**src/rtl/core/assert_macros.svh**
```systemverilog
// Assertion macros shared by the RTL of the I2C transfer sequencer.
// No dependencies; define NO_ASSERTIONS to compile the checks out.
`ifndef ASSERT_MACROS_SVH
`define ASSERT_MACROS_SVH

`ifndef NO_ASSERTIONS

// Same-cycle implication, checked outside reset.
`define ASSERT_IMPLIES(lbl, clk, rstn, ante, cons) \
    lbl: assert property (@(posedge clk) disable iff (!(rstn)) (ante) |-> (cons)) \
        else $error("assertion failed: same-cycle implication");

// Next-cycle implication, checked outside reset.
`define ASSERT_NEXT(lbl, clk, rstn, ante, cons) \
    lbl: assert property (@(posedge clk) disable iff (!(rstn)) (ante) |=> (cons)) \
        else $error("assertion failed: next-cycle implication");

`else

`define ASSERT_IMPLIES(lbl, clk, rstn, ante, cons)
`define ASSERT_NEXT(lbl, clk, rstn, ante, cons)

`endif

`endif

```
**src/rtl/core/i2cms_pkg.sv**
```systemverilog
// Package of the I2C master transfer sequencer: sizes, codes and the
// request, context and result types. No dependencies.
package i2cms_pkg;

    // Sizes
    localparam int COUNT_WIDTH          = 16;
    localparam int MAX_SUBADDRESS_BYTES = 4;

    // Transfer phases
    localparam logic [2:0] PH_IDLE   = 3'd0;
    localparam logic [2:0] PH_ADDR   = 3'd1;
    localparam logic [2:0] PH_SUB    = 3'd2;
    localparam logic [2:0] PH_RSTART = 3'd3;
    localparam logic [2:0] PH_WRITE  = 3'd4;
    localparam logic [2:0] PH_READ   = 3'd5;

    // Request kinds
    localparam logic REQ_TRANSFER = 1'b0;
    localparam logic REQ_BYTE_DONE = 1'b1;

    // Bus engine commands
    localparam logic [2:0] CMD_NONE   = 3'd0;
    localparam logic [2:0] CMD_START  = 3'd1;
    localparam logic [2:0] CMD_SEND   = 3'd2;
    localparam logic [2:0] CMD_RSTART = 3'd3;
    localparam logic [2:0] CMD_RD_ACK = 3'd4;
    localparam logic [2:0] CMD_RD_NAK = 3'd5;
    localparam logic [2:0] CMD_STOP   = 3'd6;

    // Completion status
    localparam logic [2:0] ST_OK      = 3'd0;
    localparam logic [2:0] ST_BUSY    = 3'd1;
    localparam logic [2:0] ST_ARB     = 3'd2;
    localparam logic [2:0] ST_NAK     = 3'd3;
    localparam logic [2:0] ST_ADDRNAK = 3'd4;

    // One incoming request
    typedef struct packed {
        logic        req_type;
        logic [6:0]  target_address;
        logic        read_not_write;
        logic [31:0] subaddress;
        logic [2:0]  subaddress_bytes;
        logic [15:0] data_count;
        logic        bus_busy;
        logic        in_master_mode;
        logic        got_nak;
        logic        arbitration_lost;
        logic [7:0]  received_byte;
        logic [7:0]  write_data;
    } t_item;

    // Transfer context carried from one request to the next
    typedef struct packed {
        logic [2:0]             phase;
        logic [2:0]             subaddress_left;
        logic [31:0]            held_subaddress;
        logic [COUNT_WIDTH-1:0] bytes_left;
        logic                   is_read;
        logic [6:0]             held_target;
    } t_ctx;

    // One result
    typedef struct packed {
        logic [2:0] bus_command;
        logic [7:0] byte_out;
        logic [7:0] read_data;
        logic       read_valid;
        logic       restart_controller;
        logic       done_res;
        logic [2:0] status;
    } t_result;

endpackage

```
**src/rtl/core/i2cms_step.sv**
```systemverilog
// Next-context and result logic of the I2C transfer sequencer for one request.
// Depends on i2cms_pkg.
module i2cms_step (
    input  i2cms_pkg::t_item   i_item,
    input  i2cms_pkg::t_ctx    i_ctx,
    output i2cms_pkg::t_ctx    o_ctx,
    output i2cms_pkg::t_result o_res
);
    import i2cms_pkg::*;

    localparam logic [2:0] MAX_SUB = 3'(MAX_SUBADDRESS_BYTES);

    always_comb begin
        t_result                b_res;
        logic [2:0]             b_phase;
        logic [COUNT_WIDTH-1:0] b_left;
        logic [COUNT_WIDTH-1:0] dec_left;
        logic [2:0]             sub_n;
        logic [2:0]             sb;

        dec_left = i_ctx.bytes_left - COUNT_WIDTH'(1);
        sub_n    = i_ctx.subaddress_left - 3'd1;
        sb       = (i_item.subaddress_bytes > MAX_SUB) ? MAX_SUB : i_item.subaddress_bytes;

        // Start of the data phase once all address bytes went through.
        b_res   = '0;
        b_phase = i_ctx.phase;
        b_left  = i_ctx.bytes_left;
        if (i_ctx.bytes_left == '0) begin
            b_res.bus_command = CMD_STOP;
            b_res.done_res    = 1'b1;
            b_res.status      = ST_OK;
            b_phase           = PH_IDLE;
        end else if (i_ctx.is_read) begin
            b_res.bus_command = (i_ctx.bytes_left == COUNT_WIDTH'(1)) ? CMD_RD_NAK : CMD_RD_ACK;
            b_phase           = PH_READ;
        end else begin
            b_res.bus_command = CMD_SEND;
            b_res.byte_out    = i_item.write_data;
            b_left            = dec_left;
            b_phase           = PH_WRITE;
        end

        o_ctx = i_ctx;
        o_res = '0;

        if (i_item.req_type == REQ_TRANSFER) begin
            // New transfer: only taken while idle.
            if (i_ctx.phase == PH_IDLE) begin
                if (i_item.bus_busy) begin
                    o_res.done_res = 1'b1;
                    o_res.status   = ST_BUSY;
                end else begin
                    o_ctx.held_target     = i_item.target_address;
                    o_ctx.is_read         = i_item.read_not_write;
                    o_ctx.held_subaddress = i_item.subaddress;
                    o_ctx.subaddress_left = sb;
                    o_ctx.bytes_left      = COUNT_WIDTH'(i_item.data_count);
                    o_ctx.phase           = PH_ADDR;
                    o_res.bus_command     = CMD_START;
                    o_res.byte_out        = {i_item.target_address,
                                             (sb != 3'd0) ? 1'b0 : i_item.read_not_write};
                end
            end
        end else begin
            // Byte-done event from the bus engine.
            unique case (i_ctx.phase)
                PH_IDLE: begin
                end
                PH_ADDR, PH_SUB: begin
                    if (i_item.arbitration_lost) begin
                        o_res.bus_command        = CMD_STOP;
                        o_res.restart_controller = 1'b1;
                        o_res.done_res           = 1'b1;
                        o_res.status             = ST_ARB;
                        o_ctx.phase              = PH_IDLE;
                    end else if (i_item.got_nak) begin
                        o_res.bus_command = CMD_STOP;
                        o_res.done_res    = 1'b1;
                        o_res.status      = ST_NAK;
                        o_ctx.phase       = PH_IDLE;
                    end else if (i_ctx.subaddress_left != 3'd0) begin
                        o_ctx.subaddress_left = sub_n;
                        o_res.bus_command     = CMD_SEND;
                        o_res.byte_out        = i_ctx.held_subaddress[8*sub_n[1:0] +: 8];
                        o_ctx.phase           = PH_SUB;
                    end else if (i_ctx.phase == PH_SUB && i_ctx.is_read) begin
                        // Repeated start needs a free bus or mastership.
                        if (i_item.bus_busy && !i_item.in_master_mode) begin
                            o_res.done_res = 1'b1;
                            o_res.status   = ST_BUSY;
                            o_ctx.phase    = PH_IDLE;
                        end else begin
                            o_res.bus_command = CMD_RSTART;
                            o_res.byte_out    = {i_ctx.held_target, 1'b1};
                            o_ctx.phase       = PH_RSTART;
                        end
                    end else begin
                        o_res            = b_res;
                        o_ctx.phase      = b_phase;
                        o_ctx.bytes_left = b_left;
                    end
                end
                PH_RSTART: begin
                    if (i_item.arbitration_lost || i_item.got_nak) begin
                        o_res.bus_command        = CMD_STOP;
                        o_res.restart_controller = i_item.arbitration_lost;
                        o_res.done_res           = 1'b1;
                        o_res.status             = ST_ADDRNAK;
                        o_ctx.phase              = PH_IDLE;
                    end else begin
                        o_res            = b_res;
                        o_ctx.phase      = b_phase;
                        o_ctx.bytes_left = b_left;
                    end
                end
                PH_WRITE: begin
                    if (i_item.arbitration_lost) begin
                        o_res.bus_command        = CMD_STOP;
                        o_res.restart_controller = 1'b1;
                        o_res.done_res           = 1'b1;
                        o_res.status             = ST_ARB;
                        o_ctx.phase              = PH_IDLE;
                    end else if (i_item.got_nak) begin
                        o_res.bus_command = CMD_STOP;
                        o_res.done_res    = 1'b1;
                        o_res.status      = ST_NAK;
                        o_ctx.phase       = PH_IDLE;
                    end else if (i_ctx.bytes_left != '0) begin
                        o_res.bus_command = CMD_SEND;
                        o_res.byte_out    = i_item.write_data;
                        o_ctx.bytes_left  = dec_left;
                    end else begin
                        o_res.bus_command = CMD_STOP;
                        o_res.done_res    = 1'b1;
                        o_res.status      = ST_OK;
                        o_ctx.phase       = PH_IDLE;
                    end
                end
                PH_READ: begin
                    // NAK is meaningless while reading; only arbitration matters.
                    if (i_item.arbitration_lost) begin
                        o_res.bus_command        = CMD_STOP;
                        o_res.restart_controller = 1'b1;
                        o_res.done_res           = 1'b1;
                        o_res.status             = ST_ARB;
                        o_ctx.phase              = PH_IDLE;
                    end else begin
                        o_res.read_data  = i_item.received_byte;
                        o_res.read_valid = 1'b1;
                        o_ctx.bytes_left = dec_left;
                        if (dec_left == '0) begin
                            o_res.bus_command = CMD_STOP;
                            o_res.done_res    = 1'b1;
                            o_res.status      = ST_OK;
                            o_ctx.phase       = PH_IDLE;
                        end else begin
                            o_res.bus_command = (dec_left == COUNT_WIDTH'(1)) ?
                                                CMD_RD_NAK : CMD_RD_ACK;
                        end
                    end
                end
                default: begin
                    o_ctx.phase = PH_IDLE;
                end
            endcase
        end
    end

endmodule

```
**src/rtl/core/i2c_master_transfer_sequencer.sv**
```systemverilog
// Top level of the I2C master transfer sequencer: input register, context,
// result register and handshakes. Depends on i2cms_pkg, i2cms_step, assert_macros.svh.
//
//  channel   direction  handshake                  accepted when
//  request   in         i_in_valid / o_in_stall    i_in_valid && !o_in_stall
//  result    out        o_out_valid / i_out_stall  o_out_valid && !i_out_stall
//
// Every request gives exactly one result. The request waits in the input register,
// then its result is registered in the result register, from which it is taken.
// A new request can be accepted every cycle unless o_in_stall is high; the context
// is updated as a request leaves the input register for the result register.
// Reset clears the pipeline valid bits and the transfer context (idle).
// A stalled result holds the result register; an occupied input register then
// holds its request and stalls the request side in the same cycle.
`include "assert_macros.svh"

module i2c_master_transfer_sequencer (
    input  logic        i_clk,
    input  logic        i_rst_n,
    input  logic        i_in_valid,
    output logic        o_in_stall,
    input  logic        i_req_type,
    input  logic [6:0]  i_target_address,
    input  logic        i_read_not_write,
    input  logic [31:0] i_subaddress,
    input  logic [2:0]  i_subaddress_bytes,
    input  logic [15:0] i_data_count,
    input  logic        i_bus_busy,
    input  logic        i_in_master_mode,
    input  logic        i_got_nak,
    input  logic        i_arbitration_lost,
    input  logic [7:0]  i_received_byte,
    input  logic [7:0]  i_write_data,
    output logic        o_out_valid,
    input  logic        i_out_stall,
    output logic [2:0]  o_bus_command,
    output logic [7:0]  o_byte_out,
    output logic [7:0]  o_read_data,
    output logic        o_read_valid,
    output logic        o_restart_controller,
    output logic        o_done_res,
    output logic [2:0]  o_status
);
    import i2cms_pkg::*;

    logic    r_in_vld;
    t_item   r_item;
    t_ctx    r_ctx;
    t_ctx    n_ctx;
    logic    r_out_vld;
    t_result r_res;
    t_result n_res;
    logic    out_free;
    logic    advance;
    logic    res_mid;
    logic    res_restart;
    logic    res_arb_end;
    logic    res_rd_valid;
    logic    res_read_cmd;

    // Pipeline flow: the input stage moves on when the result slot frees.
    assign out_free   = !r_out_vld || !i_out_stall;
    assign advance    = r_in_vld && out_free;
    assign o_in_stall = r_in_vld && !out_free;

    // Input register.
    always_ff @(posedge i_clk) begin
        if (!i_rst_n) begin
            r_in_vld <= 1'b0;
        end else if (!o_in_stall) begin
            r_in_vld <= i_in_valid;
        end
    end

    always_ff @(posedge i_clk) begin
        if (i_in_valid && !o_in_stall) begin
            r_item <= '{req_type:         i_req_type,
                        target_address:   i_target_address,
                        read_not_write:   i_read_not_write,
                        subaddress:       i_subaddress,
                        subaddress_bytes: i_subaddress_bytes,
                        data_count:       i_data_count,
                        bus_busy:         i_bus_busy,
                        in_master_mode:   i_in_master_mode,
                        got_nak:          i_got_nak,
                        arbitration_lost: i_arbitration_lost,
                        received_byte:    i_received_byte,
                        write_data:       i_write_data};
        end
    end

    // Per-request sequencing logic.
    i2cms_step u_step (
        .i_item (r_item),
        .i_ctx  (r_ctx),
        .o_ctx  (n_ctx),
        .o_res  (n_res)
    );

    // Transfer context.
    always_ff @(posedge i_clk) begin
        if (!i_rst_n) begin
            r_ctx <= '0;
        end else if (advance) begin
            r_ctx <= n_ctx;
        end
    end

    // Result register.
    always_ff @(posedge i_clk) begin
        if (!i_rst_n) begin
            r_out_vld <= 1'b0;
        end else if (out_free) begin
            r_out_vld <= r_in_vld;
        end
    end

    always_ff @(posedge i_clk) begin
        if (advance) begin
            r_res <= n_res;
        end
    end

    assign o_out_valid          = r_out_vld;
    assign o_bus_command        = r_res.bus_command;
    assign o_byte_out           = r_res.byte_out;
    assign o_read_data          = r_res.read_data;
    assign o_read_valid         = r_res.read_valid;
    assign o_restart_controller = r_res.restart_controller;
    assign o_done_res           = r_res.done_res;
    assign o_status             = r_res.status;

    // Terms of the checks on a shown result.
    assign res_mid      = o_out_valid && !o_done_res;
    assign res_restart  = o_out_valid && o_restart_controller;
    assign res_arb_end  = o_done_res && (o_status == ST_ARB || o_status == ST_ADDRNAK);
    assign res_rd_valid = o_out_valid && o_read_valid;
    assign res_read_cmd = (o_bus_command == CMD_STOP) || (o_bus_command == CMD_RD_ACK) ||
                          (o_bus_command == CMD_RD_NAK);

    // Checks on the sequencing and the pipeline.
    `ASSERT_IMPLIES(a_status_only_when_done, i_clk, i_rst_n, res_mid, o_status == ST_OK)
    `ASSERT_IMPLIES(a_restart_on_arb_end, i_clk, i_rst_n, res_restart, res_arb_end)
    `ASSERT_IMPLIES(a_read_data_cmd, i_clk, i_rst_n, res_rd_valid, res_read_cmd)
    `ASSERT_NEXT(a_held_request_kept, i_clk, i_rst_n, r_in_vld && !advance, r_in_vld)

endmodule
```
**config.mk**
```make
export PLATFORM = sky130hd
export DESIGN_NAME = i2c_master_transfer_sequencer
export DESIGN_NICKNAME = d
export VERILOG_FILES = /design/src/rtl/core/i2cms_pkg.sv /design/src/rtl/core/i2cms_step.sv /design/src/rtl/core/i2c_master_transfer_sequencer.sv
export VERILOG_INCLUDE_DIRS = /design/src /design/src/rtl/core
export SDC_FILE = /design/constraint.sdc
export NUM_CORES = 1
export LEC_CHECK = 0
export BUFFER_PORTS_ARGS = -buffer_cell sky130_fd_sc_hd__buf_2
export CAP_MARGIN = 25
export CORE_UTILIZATION = 60
export CTS_BUF_LIST = sky130_fd_sc_hd__clkbuf_2 sky130_fd_sc_hd__clkbuf_4 sky130_fd_sc_hd__clkbuf_8
export CTS_CLUSTER_DIAMETER = 40
export DETAILED_ROUTE_END_ITERATION = 12
export PLACE_DENSITY = 0.82
export SYNTH_ARGS = -nofsm -noshare
export SYNTH_HDL_FRONTEND = slang
export SYNTH_HIERARCHICAL = 1
export SYNTH_SLANG_ARGS = --single-unit
export TNS_END_PERCENT = 5
```
**constraint.sdc**
```tcl
create_clock -name i_clk -period 13.7 [get_ports i_clk]
set_clock_uncertainty 0.05 [all_clocks]
set_input_delay 1.37 -clock i_clk [delete_from_list [all_inputs] [get_ports i_clk]]
set_output_delay 1.37 -clock i_clk [all_outputs]
set_load 0.005 [all_outputs]
```
-- Word level (Yosys, flattened, before mapping)
Cells that the tools add are included.
- register bits: 169
- word-level logic and storage cells: 165
- output and inout bits: 27
- input bits: 84
- shift operators: 1
- add/subtract/negate cells: 2
- muxes and demuxes: 83
- reductions and logical operators: 24
- bitwise gates (word level): 2
- $lt $le $gt $ge: 1
- equal/unequal tests: 25
- operators with widths (operator ; count):
    2-to-1 mux 16 bit ; 12
    2-to-1 mux 62 bit ; 2
    2-to-1 mux 3 bit ; 26
    case mux 16 bit (4 select lines) ; 1
    2-to-1 mux 4 bit ; 13
    2-to-1 mux 8 bit ; 5
    2-to-1 mux 17 bit ; 2
    2-to-1 mux 11 bit ; 3
    equality test 16 x 1 -> 1 bit, second input constant ; 2
    logical NOT 16 bit ; 2
    indexed part select 32 x 6 -> 8 bit ; 1
    2-to-1 mux 9 bit ; 3
    case mux 9 bit (3 select lines) ; 1
    inequality test 3 bit, second input constant ; 8
    case mux 8 bit (3 select lines) ; 1
    case mux 5 bit (4 select lines) ; 1
    2-to-1 mux 18 bit ; 1
    nonzero test 16 bit ; 1
    subtractor 16 x 1 -> 16 bit, second input constant ; 1
    case mux 3 bit (5 select lines) ; 1
    AND reduction 13 bit ; 1
    case mux 3 bit (4 select lines) ; 1
    2-to-1 mux 10 bit ; 1
    2-to-1 mux 5 bit ; 2
    other kinds (25) ; 46

-- Depth between registers and ports, before layout
Gate-level depths: netlist of run 1.
- depth in word-level cells: 10
- gate-level depth with buffers: 13
- mapped depth without buffers: 10

-- Modules after synthesis
The synthesis of run 1 kept the hierarchy.
- modules (own cells, without submodules) (module ; cells each ; times used ; area an instance (um^2) ; seq. area each (um^2)):
    i2c_master_transfer_sequencer ; 382 ; 1 ; 5781.8 ; 4434.3
    i2cms_step ; 494 ; 1 ; 2786.4 ; 0.0

-- Worst setup path after synthesis of run 1
OpenSTA, ideal clock, no wires.
- path kind: input to register
- start point: in i_out_stall
- end point: reg r_item[0] in the netlist's numbering, enable pin
- arrival: 5165 ps
- cell stages on the path: 2
- required time: 13121 ps
- setup slack: 7956 ps
- buffers on the path: 0
- setup time: 529 ps
- path through: and3_2 nor2b_1
- cells in the longest elaborated chain, start to end: 6
- RTL lines (element ; RTL line ; source):
    start: declaration ; i2c_master_transfer_sequencer.sv:35 ; input logic i_out_stall,
    logical NOT 1 bit ; i2c_master_transfer_sequencer.sv:62 ; assign out_free = !r_out_vld || !i_out_stall;
    logical OR 1 bit ; i2c_master_transfer_sequencer.sv:62 ;
    logical NOT 1 bit ; i2c_master_transfer_sequencer.sv:64 ; assign o_in_stall = r_in_vld && !out_free;
    logical AND 1 bit ; i2c_master_transfer_sequencer.sv:64 ;
    logical NOT 1 bit ; i2c_master_transfer_sequencer.sv:76 ; if (i_in_valid && !o_in_stall) begin
    logical AND 1 bit ; i2c_master_transfer_sequencer.sv:76 ;
    end signal: assignment ; i2c_master_transfer_sequencer.sv:77 ; r_item <= '{req_type: i_req_type,
    end: declaration ; i2c_master_transfer_sequencer.sv:47 ; t_item r_item;
Every way passes these cells.
A chain may end at the register's enable or synchronous reset.

-- Final worst setup path of run 1
- start point: reg r_ctx[56] in the netlist's numbering
- end point: reg r_ctx[14] in the netlist's numbering
- cells in the longest elaborated chain, start to end: 3
- RTL lines (element ; RTL line ; source):
    start: declaration ; i2c_master_transfer_sequencer.sv:48 ; t_ctx r_ctx;
    start signal: assignment ; i2c_master_transfer_sequencer.sv:105 ; r_ctx <= n_ctx;
    nonzero test 3 bit ; i2cms_step.sv:82 ; end else if (i_ctx.subaddress_left != 3'd0) begin
    inequality test 3 bit (no line) ; - ;
    AND reduction 13 bit (no line) ; - ;
Every way passes these cells.

==> impl_metrics.csv, run 1 <==
group,metric,value,unit
sta,timing.final.setup_violations,0,
sta,final.min_clock_period,3.60,ns
synthesis,synth-seq-area-share,0.518,
grt,number_of_antenna_violations_at_the_first_check_in_global_routing,0,
grt,first_pass_grt_wire_length,31900,um
floorplanning,initial_utilization,0.617,
place,place_congestion,0.942,
sta,grt_setup_unrepaired,"no",
synthesis,number_of_flops_mapped_to_enable_cells_by_yosys,105,
final_layout,share_of_cells_above_drive_strength_1,0.181,
final_layout,layout.cells.most_common,"sky130_fd_sc_hd__nand2_1",
setup_path,cp-end-kind,"register",
final_layout,layout-area-overhead-vs-synth,10.9,%
setup_path,worstPathMaxFanout,18,
sta,timing.fmax,278,MHz
clock_tree,clk_transition_reported_paths,0.08,ns
route,total_number_of_vias,6884,
floorplanning,design.die.area,14800,um^2
synthesis,synth_largest_type_area_fraction,0.368,
sta,hold_viol,0,
route,dr.first_iter.drc_count,590,
clock_tree,post_cts_resize_count,0,
grt,grt_pass1_vias,6351,
grt,grt_start_max_net_pins,93,
floorplanning,floorplan.die.width,122,um
clock_tree,ctsHtreeMaxLevel,4,
place,numPortBuffers,110,
route,totalWireLength,20100,um
synthesis,yosys.cell_types.count,66,
floorplanning,num_ports,111,
clock_tree,clkLatencyLatePin,0.46,ns
job,max_cap_viols,0,
synthesis,postSynthNetCount,965,
final_layout,diodes,0,
power_and_ir_drop,vdd_drop_max,0.0726,mV
synthesis,synth_cells,876,
synthesis,synth.area.top_cells,"sky130_fd_sc_hd__edfxtp_1 37%, sky130_fd_sc_hd__dfxtp_1 15%, sky130_fd_sc_hd__nand2_1 12%",
route,drcViolationCount,0,
floorplanning,core,13900,um^2
final_layout,layout_common_cells,"279 x sky130_fd_sc_hd__nand2_1, 109 x sky130_fd_sc_hd__buf_2, 105 x sky130_fd_sc_hd__edfxtp_1",
power_and_ir_drop,leakage,3.69,nW
power_and_ir_drop,power.internal,0.792,mW
synthesis,ys_ff_latch,169,
clock_tree,numClockSinks,169,
power_and_ir_drop,comb_power_share,0.114,
route,via_per_inst,6.01,
clock_tree,cts.repair_timing.setup_buffer_count,0,
setup_path,critPathArrivalTime,3.87,ns
clock_tree,cts_buffers,17,
power_and_ir_drop,p_per_area,112,nW/um^2
clock_tree,root_buffer,"sky130_fd_sc_hd__clkbuf_8",
synthesis,post_synth_instance_area,8570,um^2
setup_path,worst_setup_path_start_kind,"register",
floorplanning,dieHeight,122,um
sta,layout_setup_ws,10.10,ns
power_and_ir_drop,power_switching_share,0.254,
hold_path,hold_class,"reg -> reg",
synthesis,synth.avg_cell_area,9.78,um^2
place,placement.setup.worst_slack,10.02,ns
synthesis,synth_top_area_cell,"sky130_fd_sc_hd__edfxtp_1",
synthesis,synth.yosys.warnings,6,
route,drt_pre_antenna_iters,5,
sta,min_period_over_period,0.263,
synthesis,ys_async_sr_fraction,0,
clock_tree,cts-hold-fix-buffers,0,
route,dr_wl_cell,17.5,um
sta,finalSetupTns,0,ns
clock_tree,clockBufferDepth,2,
grt,global_route.usage.total,0.285,
sta,final-max-slew-violation-count,0,
power_and_ir_drop,power.clock.fraction,0.340,
synthesis,dominantRegCellSynth,"sky130_fd_sc_hd__edfxtp_1",
route,ant_nets,0,
place,dp_hpwl,13400,um
setup_path,timing.setup.critical_path_class,"reg -> reg",
sta,maxSlewHeadroom,0.282,
sta,least_margin_pin_slew,1.07,ns
power_and_ir_drop,share_seq_of_total_power,0.546,
clock_tree,cts_tree,"yes",
floorplanning,placementRows,43,
setup_path,timing.critical_path.required,13.97,ns
power_and_ir_drop,netSwitchingPower,0.269,mW
final_layout,design.final.nets,1042,
outcome,outcome,"complete, no violations",
grt,overflow,0,
-- worst paths after layout --
check	from	endpoint	slack, ns	cells past startpoint
setup / recovery	r_ctx[56]	r_ctx[14]	10.10	10
hold / removal	r_ctx[48]	r_ctx[48]	0.43	2
setup reg to reg	r_ctx[56]	r_ctx[14]	10.10	10
hold reg to reg	r_ctx[48]	r_ctx[48]	0.43	2
-- flip-flops by register name (all words and copies together), names as in the netlist --
| name | flops |
|---|---|
| o_bus_command | 3 |
| o_read_valid | 1 |
| r_ctx | 62 |
| o_out_valid | 1 |
| o_done_res | 1 |
| o_status | 3 |
| r_in_vld | 1 |
| o_read_data | 8 |
| o_restart_controller | 1 |
| o_byte_out | 8 |
| r_item | 80 |
-- worst max-delay path, cell delays in order (launching register included) --
cell and delay [ns]:
sky130_fd_sc_hd__dfxtp_1 0.73, sky130_fd_sc_hd__inv_1 0.14, sky130_fd_sc_hd__ha_1 0.27, sky130_fd_sc_hd__nand2b_1 0.55
sky130_fd_sc_hd__a211o_1 0.17, sky130_fd_sc_hd__a21oi_1 0.20, sky130_fd_sc_hd__a21oi_2 0.63, sky130_fd_sc_hd__o21ai_0 0.17
sky130_fd_sc_hd__or3_1 0.39, sky130_fd_sc_hd__nand2_1 0.07, sky130_fd_sc_hd__mux2i_1 0.08
-- through the flow --
stage	power [mW]	utilization	instances	cell area [um^2]	hold slack (ns)
4_1_cts	1.06	0.682	1144	9460	0.427
2_1_floorplan	0.674	-	876	8570	0.381
6_report	1.06	0.684	1146	9500	0.427
3_3_place_gp	0.705	0.651	1111	9030	0.404
3_5_place_dp	0.708	0.652	1112	9050	0.415
5_1_grt	1.10	0.684	1146	9500	0.444
-- layout make-up --
type | count | area, um^2
clock buffers | 22 | 290
clock inverters | 10 | 119
flip-flops and latches | 169 | 4430
repair buffers | 119 | 657
inverters | 10 | 37.5
fillers | 1078 | 4380
well taps | 180 | 225
multi-input cells | 636 | 3740
-- logic make-up after synthesis --
family                     count (synthesis)  synth area share
xor gates and xnor gates                  11            0.0112
muxes                                     79             0.104
AOI/OAI and AO/OA                        128             0.104
adders and majority gates                  5           0.00730
DFF                                      169             0.518
buffers and inverters                     71            0.0480
and+or+nand+nor                          413             0.208
-- power groups by stage --
stage,registers (mW),logic [mW],clock network (mW)
2_1_floorplan,0.584,0.0895,0
3_3_place_gp,0.590,0.115,0
3_5_place_dp,0.591,0.118,0
4_1_cts,0.579,0.118,0.365
5_1_grt,0.582,0.132,0.386
6_report,0.579,0.121,0.361
-- synth_stat cells (2+ instances only) --
cell / number
sky130_fd_sc_hd__nor4_1: 9
sky130_fd_sc_hd__dfxtp_1: 64
sky130_fd_sc_hd__ha_1: 5
sky130_fd_sc_hd__edfxtp_1: 105
sky130_fd_sc_hd__clkbuf_1: 35
sky130_fd_sc_hd__o221ai_1: 4
sky130_fd_sc_hd__nor2_1: 42
sky130_fd_sc_hd__nor3b_1: 5
sky130_fd_sc_hd__a221o_1: 2
sky130_fd_sc_hd__nor3_1: 14
sky130_fd_sc_hd__o21a_1: 2
sky130_fd_sc_hd__buf_12: 7
sky130_fd_sc_hd__o211ai_1: 6
sky130_fd_sc_hd__or4_1: 2
sky130_fd_sc_hd__a41oi_1: 4
sky130_fd_sc_hd__o22ai_1: 4
sky130_fd_sc_hd__inv_1: 10
sky130_fd_sc_hd__a32o_1: 6
sky130_fd_sc_hd__or4_4: 2
sky130_fd_sc_hd__nor2b_1: 9
sky130_fd_sc_hd__nand2b_1: 6
sky130_fd_sc_hd__buf_2: 10
sky130_fd_sc_hd__o21ai_0: 33
sky130_fd_sc_hd__mux2i_1: 71
sky130_fd_sc_hd__buf_6: 2
sky130_fd_sc_hd__xnor2_1: 6
sky130_fd_sc_hd__nand2_1: 279
sky130_fd_sc_hd__and2_1: 2
sky130_fd_sc_hd__mux4_2: 8
sky130_fd_sc_hd__or3_1: 5
sky130_fd_sc_hd__a31oi_1: 4
sky130_fd_sc_hd__buf_1: 6
sky130_fd_sc_hd__a211oi_1: 6
sky130_fd_sc_hd__o31a_1: 3
sky130_fd_sc_hd__and3_1: 11
sky130_fd_sc_hd__a2111oi_0: 2
sky130_fd_sc_hd__or2_2: 3
sky130_fd_sc_hd__nand4_1: 3
sky130_fd_sc_hd__a21oi_1: 32
sky130_fd_sc_hd__xor2_1: 5
sky130_fd_sc_hd__a211o_1: 4
sky130_fd_sc_hd__nand3_1: 14
-- routing by layer --
metal | part of all wire | GRT usage
met4 | 0.028 | 0.133
met3 | 0.077 | 0.0573
met5 | 0 | 0
met1 | 0.43 | 0.380
met2 | 0.47 | 0.447
No activity file was read; power rests on OpenSTA's default activity.
==> run 2, diff against run 1 <==
Settings changed: CORE_UTILIZATION 60 to 54, PLACE_DENSITY 0.82 to 0.78.
Clock period 13.7 ns to 3.19 ns, I/O delays scaled along.
==> run 2 against run 1 <==
Compared with the run above: cell area grew 12%; sequential power rose to 4.3 times the previous value; sequential share of layout area decreased by 5.0 points; critical path depth increased by 1; critical path type unchanged.
==> impl_metrics.csv, run 2 (same netlist as run 1, synthesis figures left out) <==
group,metric,value,unit
final_layout,number_of_flip_flops_in_the_largest_register,80,
setup_path,critical_path_cell_count,11,
clock_tree,cts_tree,"yes",
route,via_per_inst,5.68,
setup_path,crit_slowest_cell,"sky130_fd_sc_hd__o41ai_2",
sta,least_margin_pin_slew,0.922,ns
setup_path,timing.critical_path.required,3.47,ns
setup_path,critical_path.startpoint,"r_ctx[9]",
clock_tree,post_cts_resize_count,0,
final_layout,multi_input_area,3740,um^2
setup_path,critical_path.reg2reg.endpoint,"r_ctx[20]",
route,total_number_of_vias,7332,
sta,final-max-slew-violation-count,0,
setup_path,r2r.worst_path.cells,11,
setup_path,worstPathMaxFanout,9,
clock_tree,root_buffer,"sky130_fd_sc_hd__clkbuf_8",
route,totalWireLength,23400,um
grt,number_of_antenna_violations_at_the_first_check_in_global_routing,0,
floorplanning,design.die.area,16400,um^2
grt,global_route.usage.total,0.295,
clock_tree,numClockSinks,169,
sta,finalSetupTns,0,ns
final_layout,share_of_cells_above_drive_strength_1,0.193,
sta,final.min_clock_period,2.91,ns
final_layout,layout-area-overhead-vs-synth,24.2,%
power_and_ir_drop,p_per_area,457,nW/um^2
clock_tree,ctsHtreeMaxLevel,4,
hold_path,hold_class,"in -> reg",
grt,overflow,0,
setup_path,cp-end-kind,"register",
floorplanning,core,15400,um^2
final_layout,layout_common_cells,"279 x sky130_fd_sc_hd__nand2_1, 109 x sky130_fd_sc_hd__buf_2, 105 x sky130_fd_sc_hd__edfxtp_1",
clock_tree,clkLatencyLatePin,0.47,ns
place,numPortBuffers,110,
route,ant_nets,0,
clock_tree,clk_transition_reported_paths,0.10,ns
final_layout,layout.cells.most_common,"sky130_fd_sc_hd__nand2_1",
floorplanning,initial_utilization,0.557,
final_layout,max_flop_register,"r_item",
setup_path,crit_chain,"inv_1 -> ha_1 -> or3b_4 -> o41ai_2 -> a21oi_1 -> a21oi_2 -> buf_4 -> nor2_1 -> a211o_1 -> nand2_1 -> mux2i_1",
route,dr.first_iter.drc_count,695,
power_and_ir_drop,vdd_drop_max,0.547,mV
place,dp_hpwl,14700,um
grt,first_pass_grt_wire_length,36500,um
setup_path,worst-path-buf-inv,2,
final_layout,design.final.nets,1156,
setup_path,critPathArrivalTime,3.19,ns
floorplanning,dieHeight,128,um
route,dr_wl_cell,18.1,um
outcome,outcome,"complete, no violations",
sta,maxSlewHeadroom,0.381,
sta,hold_viol,0,
setup_path,regToRegStartpoint,"r_ctx[9]",
grt,grt_pass1_vias,7005,
clock_tree,cts_buffers,17,
clock_tree,clockBufferDepth,2,
setup_path,r2r_setup_slack,0.28,ns
sta,timing.final.setup_violations,0,
route,drcViolationCount,0,
setup_path,timing.setup.critical_path_class,"reg -> reg",
setup_path,cpLargestDelayFamily,"compound AO/OA/AOI/OAI gates",
power_and_ir_drop,leakage,4.22,nW
job,max_cap_viols,0,
final_layout,fillCellCount,1148,
setup_path,setup.worst_path.end,"r_ctx[20]",
sta,min_period_over_period,0.912,
sta,holdWs,0.0283,ns
final_layout,diodes,0,
floorplanning,num_ports,111,
sta,timing.fmax,344,MHz
place,place_congestion,0.938,
route,drt_pre_antenna_iters,5,
sta,grt_setup_unrepaired,"no",
setup_path,worst_setup_path_start_kind,"register",
floorplanning,placementRows,45,
grt,grt_start_max_net_pins,88,
final_layout,top_regs,"r_item: 80 flops, r_ctx: 62 flops",
setup_path,timing.critical_path.slowest_cell_delay,0.50,ns
hold_path,min-delay-start,"i_in_valid",
floorplanning,floorplan.die.width,128,um
final_layout,regArea,4430,um^2
-- run 2: cell types whose count changed in the layout (fill, tap and decap cells not counted), sizes merged --
cell	before	now
buf	119	153
bufinv	2	4
clkbuf	22	19
clkinv	4	3
clkinvlp	3	2
dlygate4sd3	0	80
inv	11	14
-- run 2: timing repair --
action,4_1_cts,5_1_grt
buffers inserted,0,0
endpoints found under the setup margin,0,0
hold buffers,80,0
hold endpoints to repair,80,0
-- run 2: through the flow --
| step | instance area (um^2) | total power, mW | setup slack [ns] | std cells | util |
|---|---|---|---|---|---|
| 5_1_grt | 10600 | 5.02 | 0.114 | 1291 | 0.692 |
| 3_3_place_gp | 9400 | 3.09 | 0.407 | 1179 | 0.611 |
| 4_1_cts | 10600 | 4.86 | 0.318 | 1291 | 0.692 |
| 3_5_place_dp | 9400 | 3.10 | 0.356 | 1179 | 0.611 |
| 6_report | 10600 | 4.86 | 0.282 | 1291 | 0.692 |
| 2_1_floorplan | 8570 | 2.89 | 0.0525 | 876 | - |
-- run 2: report_power, final --
part | internal [mW] | switching, mW | leakage [nW]
clock | 0.883 | 0.837 | 0.219
sequential | 2.42 | 0.0490 | 1.54
combinational | 0.300 | 0.376 | 2.46
-- run 2: worst min-delay path by stage --
| stage | endpoint | slack [ns] | depth (start not counted) |
|---|---|---|---|
| 2_1_floorplan | r_item[0] | 0.37 | 0 |
| 3_3_place_gp | r_ctx[35] | 0.40 | 2 |
| 3_5_place_dp | r_ctx[37] | 0.42 | 2 |
| 4_1_cts | r_in_vld | 0.005 | 2 |
| 5_1_grt | r_in_vld | 0.04 | 2 |
| 6_report | r_in_vld | 0.03 | 2 |
-- run 2: final cells by class --
type                    instances  share of cell area
clock buffers                  19              0.0234
clock inverters                13              0.0181
inverters                      10             0.00353
multi-input cells             636               0.351
flip-flops and latches        169               0.417
well taps                     211              0.0248
repair buffers                233               0.162
-- run 2: layer usage --
metal | up-vias | track usage | part of all wire | wire length (um)
met5 | - | 0 | 0 | 0
li1 | 3479 | - | - | -
met4 | 0 | 0.0955 | 0.018 | 419
met2 | 314 | 0.482 | 0.48 | 11200
met3 | 39 | 0.0605 | 0.074 | 1730
met1 | 3500 | 0.394 | 0.43 | 10000
==> run 3, diff against run 2 <==
Settings changed: CORE_UTILIZATION 54 to 40, PLACE_DENSITY 0.78 to unset, SYNTH_HIERARCHICAL 1 to unset.
==> run 3 against run 2 <==
Compared with the run above: routed wire length is 23% lower; sequential power hardly changed; register-to-register slack improved by 0.23 ns; clock-buffer cell count up 1; die area grew 13%; sequential cell count did not move; global-route usage decreased by 9.1 points; cell area shrank 14%; via count is 23% lower; combinational power fell by 18%; critical path depth shrank 3; setup slack better by 0.23 ns; largest power group unchanged.
==> impl_metrics.csv, run 3 <==
group,metric,value,unit
outcome,outcome,"complete, no violations",
clock_tree,post_cts_resize_count,0,
floorplanning,initial_utilization,0.413,
final_layout,max_flop_register,"r_item",
sta,min_period_over_period,0.840,
grt,first_pass_grt_wire_length,28600,um
grt,grt_pass1_vias,5599,
clock_tree,cts_tree,"yes",
sta,hold_viol,0,
route,ant_nets,0,
setup_path,crit_chain,"inv_1 -> ha_1 -> nor3b_1 -> a41oi_4 -> o31a_1 -> o211ai_4 -> nor2_1 -> a211oi_2",
setup_path,timing.critical_path.slowest_cell_delay,0.60,ns
synthesis,synth_top_cells_by_count,"112 x sky130_fd_sc_hd__nand2_1, 105 x sky130_fd_sc_hd__edfxtp_1, 65 x sky130_fd_sc_hd__a21oi_1, 64 x sky130_fd_sc_hd__dfxtp_1, 36 x sky130_fd_sc_hd__nor2_1",
final_layout,finalInstanceArea,9190,um^2
synthesis,number_of_flops_mapped_to_enable_cells_by_yosys,105,
place,numPortBuffers,110,
power_and_ir_drop,vdd_drop_max,0.330,mV
clock_tree,root_buffer,"sky130_fd_sc_hd__clkbuf_8",
power_and_ir_drop,power.clock.fraction,0.327,
floorplanning,num_ports,111,
synthesis,synth_top_area_cell,"sky130_fd_sc_hd__edfxtp_1",
power_and_ir_drop,netSwitchingPower,1.17,mW
route,via_per_inst,5.34,
setup_path,critPathArrivalTime,3.00,ns
synthesis,synth_largest_type_area_fraction,0.438,
clock_tree,cts-hold-fix-buffers,80,
route,dr_wl_cell,17.0,um
sta,final-max-slew-violation-count,0,
final_layout,layout_common_cells,"112 x sky130_fd_sc_hd__nand2_1, 110 x sky130_fd_sc_hd__buf_2, 105 x sky130_fd_sc_hd__edfxtp_1",
grt,overflow,0,
floorplanning,design.die.area,18500,um^2
sta,least_margin_pin_slew,0.825,ns
setup_path,worst_setup_path_start_kind,"register",
floorplanning,placementRows,48,
final_layout,top_regs,"r_item: 80 flops, r_ctx: 62 flops",
setup_path,crit_slowest_cell,"sky130_fd_sc_hd__o211ai_4",
clock_tree,cts_buffers,17,
floorplanning,floorplan.die.width,136,um
power_and_ir_drop,power.internal,3.33,mW
setup_path,timing.critical_path.required,3.51,ns
final_layout,layout.cells.most_common,"sky130_fd_sc_hd__nand2_1",
grt,number_of_antenna_violations_at_the_first_check_in_global_routing,0,
final_layout,fin_cells,1061,
floorplanning,core,17400,um^2
place,placement.setup.worst_slack,0.532,ns
power_and_ir_drop,share_seq_of_total_power,0.550,
route,dr.first_iter.drc_count,389,
setup_path,timing.setup.critical_path_class,"reg -> reg",
place,dp_cells,949,
final_layout,design.final.nets,913,
route,totalWireLength,18100,um
power_and_ir_drop,power_switching_share,0.260,
place,place_congestion,0.845,
clock_tree,cts.repair_timing.setup_buffer_count,0,
sta,holdWs,0.0287,ns
synthesis,post_synth_instance_area,7190,um^2
final_layout,number_of_flip_flops_in_the_largest_register,80,
sta,timing.fmax,373,MHz
synthesis,postSynthNetCount,724,
final_layout,layout-area-overhead-vs-synth,27.8,%
setup_path,critical_path.startpoint,"r_ctx[8]",
place,dp_hpwl,11700,um
final_layout,share_of_cells_above_drive_strength_1,0.220,
final_layout,diodes,0,
setup_path,worstPathMaxFanout,25,
sta,finalSetupTns,0,ns
setup_path,worst-path-buf-inv,1,
floorplanning,dieHeight,136,um
grt,global_route.usage.total,0.204,
setup_path,regToRegStartpoint,"r_ctx[8]",
clock_tree,clk_transition_reported_paths,0.10,ns
hold_path,hold_class,"in -> reg",
power_and_ir_drop,comb_power_share,0.123,
route,drcViolationCount,0,
synthesis,synth-seq-area-share,0.617,
synthesis,synth.area.top_cells,"sky130_fd_sc_hd__edfxtp_1 44%, sky130_fd_sc_hd__dfxtp_1 18%, sky130_fd_sc_hd__nand2_1 5.8%",
sta,maxSlewHeadroom,0.443,
synthesis,synth_cells,634,
clock_tree,clkLatencyLatePin,0.47,ns
power_and_ir_drop,leakage,3.38,nW
synthesis,ys_ff_latch,169,
clock_tree,numClockSinks,169,
clock_tree,clockBufferDepth,2,
power_and_ir_drop,p_per_area,490,nW/um^2
synthesis,dominantRegCellSynth,"sky130_fd_sc_hd__edfxtp_1",
sta,grt_setup_unrepaired,"no",
route,drt_pre_antenna_iters,5,
synthesis,ys_async_sr_fraction,0,
sta,layout_setup_ws,0.511,ns
synthesis,synth.most_common_cell,"sky130_fd_sc_hd__nand2_1",
hold_path,min-delay-start,"i_in_valid",
sta,timing.final.setup_violations,0,
place,place_area,8020,um^2
final_layout,fillCellCount,1526,
job,max_cap_viols,0,
clock_tree,ctsHtreeMaxLevel,4,
synthesis,synth.yosys.warnings,0,
synthesis,synth.avg_cell_area,11.3,um^2
route,total_number_of_vias,5669,
setup_path,cp-end-kind,"register",
synthesis,yosys.cell_types.count,65,
setup_path,cpLargestDelayFamily,"compound AO/OA/AOI/OAI gates",
sta,final.min_clock_period,2.68,ns
grt,grt_start_max_net_pins,81,
[run 3: changes by cell type after synthesis, moves of 7 or more]
cell                       change
sky130_fd_sc_hd__nand2_1     -167
sky130_fd_sc_hd__a21oi_1      +33
sky130_fd_sc_hd__clkbuf_1      -7
sky130_fd_sc_hd__nor4_1        -7
sky130_fd_sc_hd__and2_1        +9
sky130_fd_sc_hd__o21ai_0      -12
sky130_fd_sc_hd__mux2i_1      -69
sky130_fd_sc_hd__a221oi_1     +13
sky130_fd_sc_hd__buf_12        -7
[run 3: worst paths after layout]
path | end | slack [ns] | cells after the start
setup / recovery | r_ctx[9] | 0.51 | 8
hold / removal | r_in_vld | 0.03 | 3
setup reg to reg | r_ctx[9] | 0.51 | 8
hold reg to reg | r_ctx[32] | 0.41 | 2
[run 3: final cells by class]
class                           instances  area (um^2)  area share
Sequential cell                       169         4430       0.483
Multi-Input combinational cell        415         2550       0.277
Timing Repair Buffer                  210         1510       0.165
Tap cell                              225          282      0.0306
Clock buffer                           20          256      0.0279
Clock inverter                         12          118      0.0128
Inverter                               10         37.5     0.00408
[run 3: worst min-delay path, stage by stage]
cell and delay [ns]:
sky130_fd_sc_hd__buf_2 0.09, sky130_fd_sc_hd__nor2_1 0.04, sky130_fd_sc_hd__nor2_1 0.07
[run 3: power groups by stage]
stage	clock network, mW	logic, mW	registers [mW]
floorplan	0	0.314	2.51
global placement	0	0.463	2.52
detailed placement	0	0.473	2.53
CTS	1.50	0.551	2.48
global route	1.58	0.605	2.49
finish	1.47	0.553	2.48
[run 3: cell families (layout without fill, tap and decap cells)]
| kind of cell | after synthesis | count (layout) | synth area share |
|---|---|---|---|
| and+or+nand+nor | 242 | 242 | 0.164 |
| DFF | 169 | 169 | 0.617 |
| AOI/OAI and AO/OA | 150 | 150 | 0.141 |
| buffers and inverters | 50 | 252 | 0.0315 |
| muxes | 10 | 10 | 0.0278 |
| xor gates and xnor gates | 7 | 7 | 0.00853 |
| adders and majority gates | 6 | 6 | 0.0104 |
[run 3: per-layer routing]
layer	vias to the layer above	global-route usage	share of wire
li1	2726	-	-
met1	2718	0.245	0.43
met2	193	0.354	0.50
met3	32	0.0533	0.052
met4	0	0.0660	0.018
met5	-	0	0
[run 3: stage by stage]
step / util / power (mW)
floorplan: - / 2.82
global placement: 0.460 / 2.99
detailed placement: 0.460 / 3.00
CTS: 0.528 / 4.53
global route: 0.528 / 4.68
finish: 0.528 / 4.50
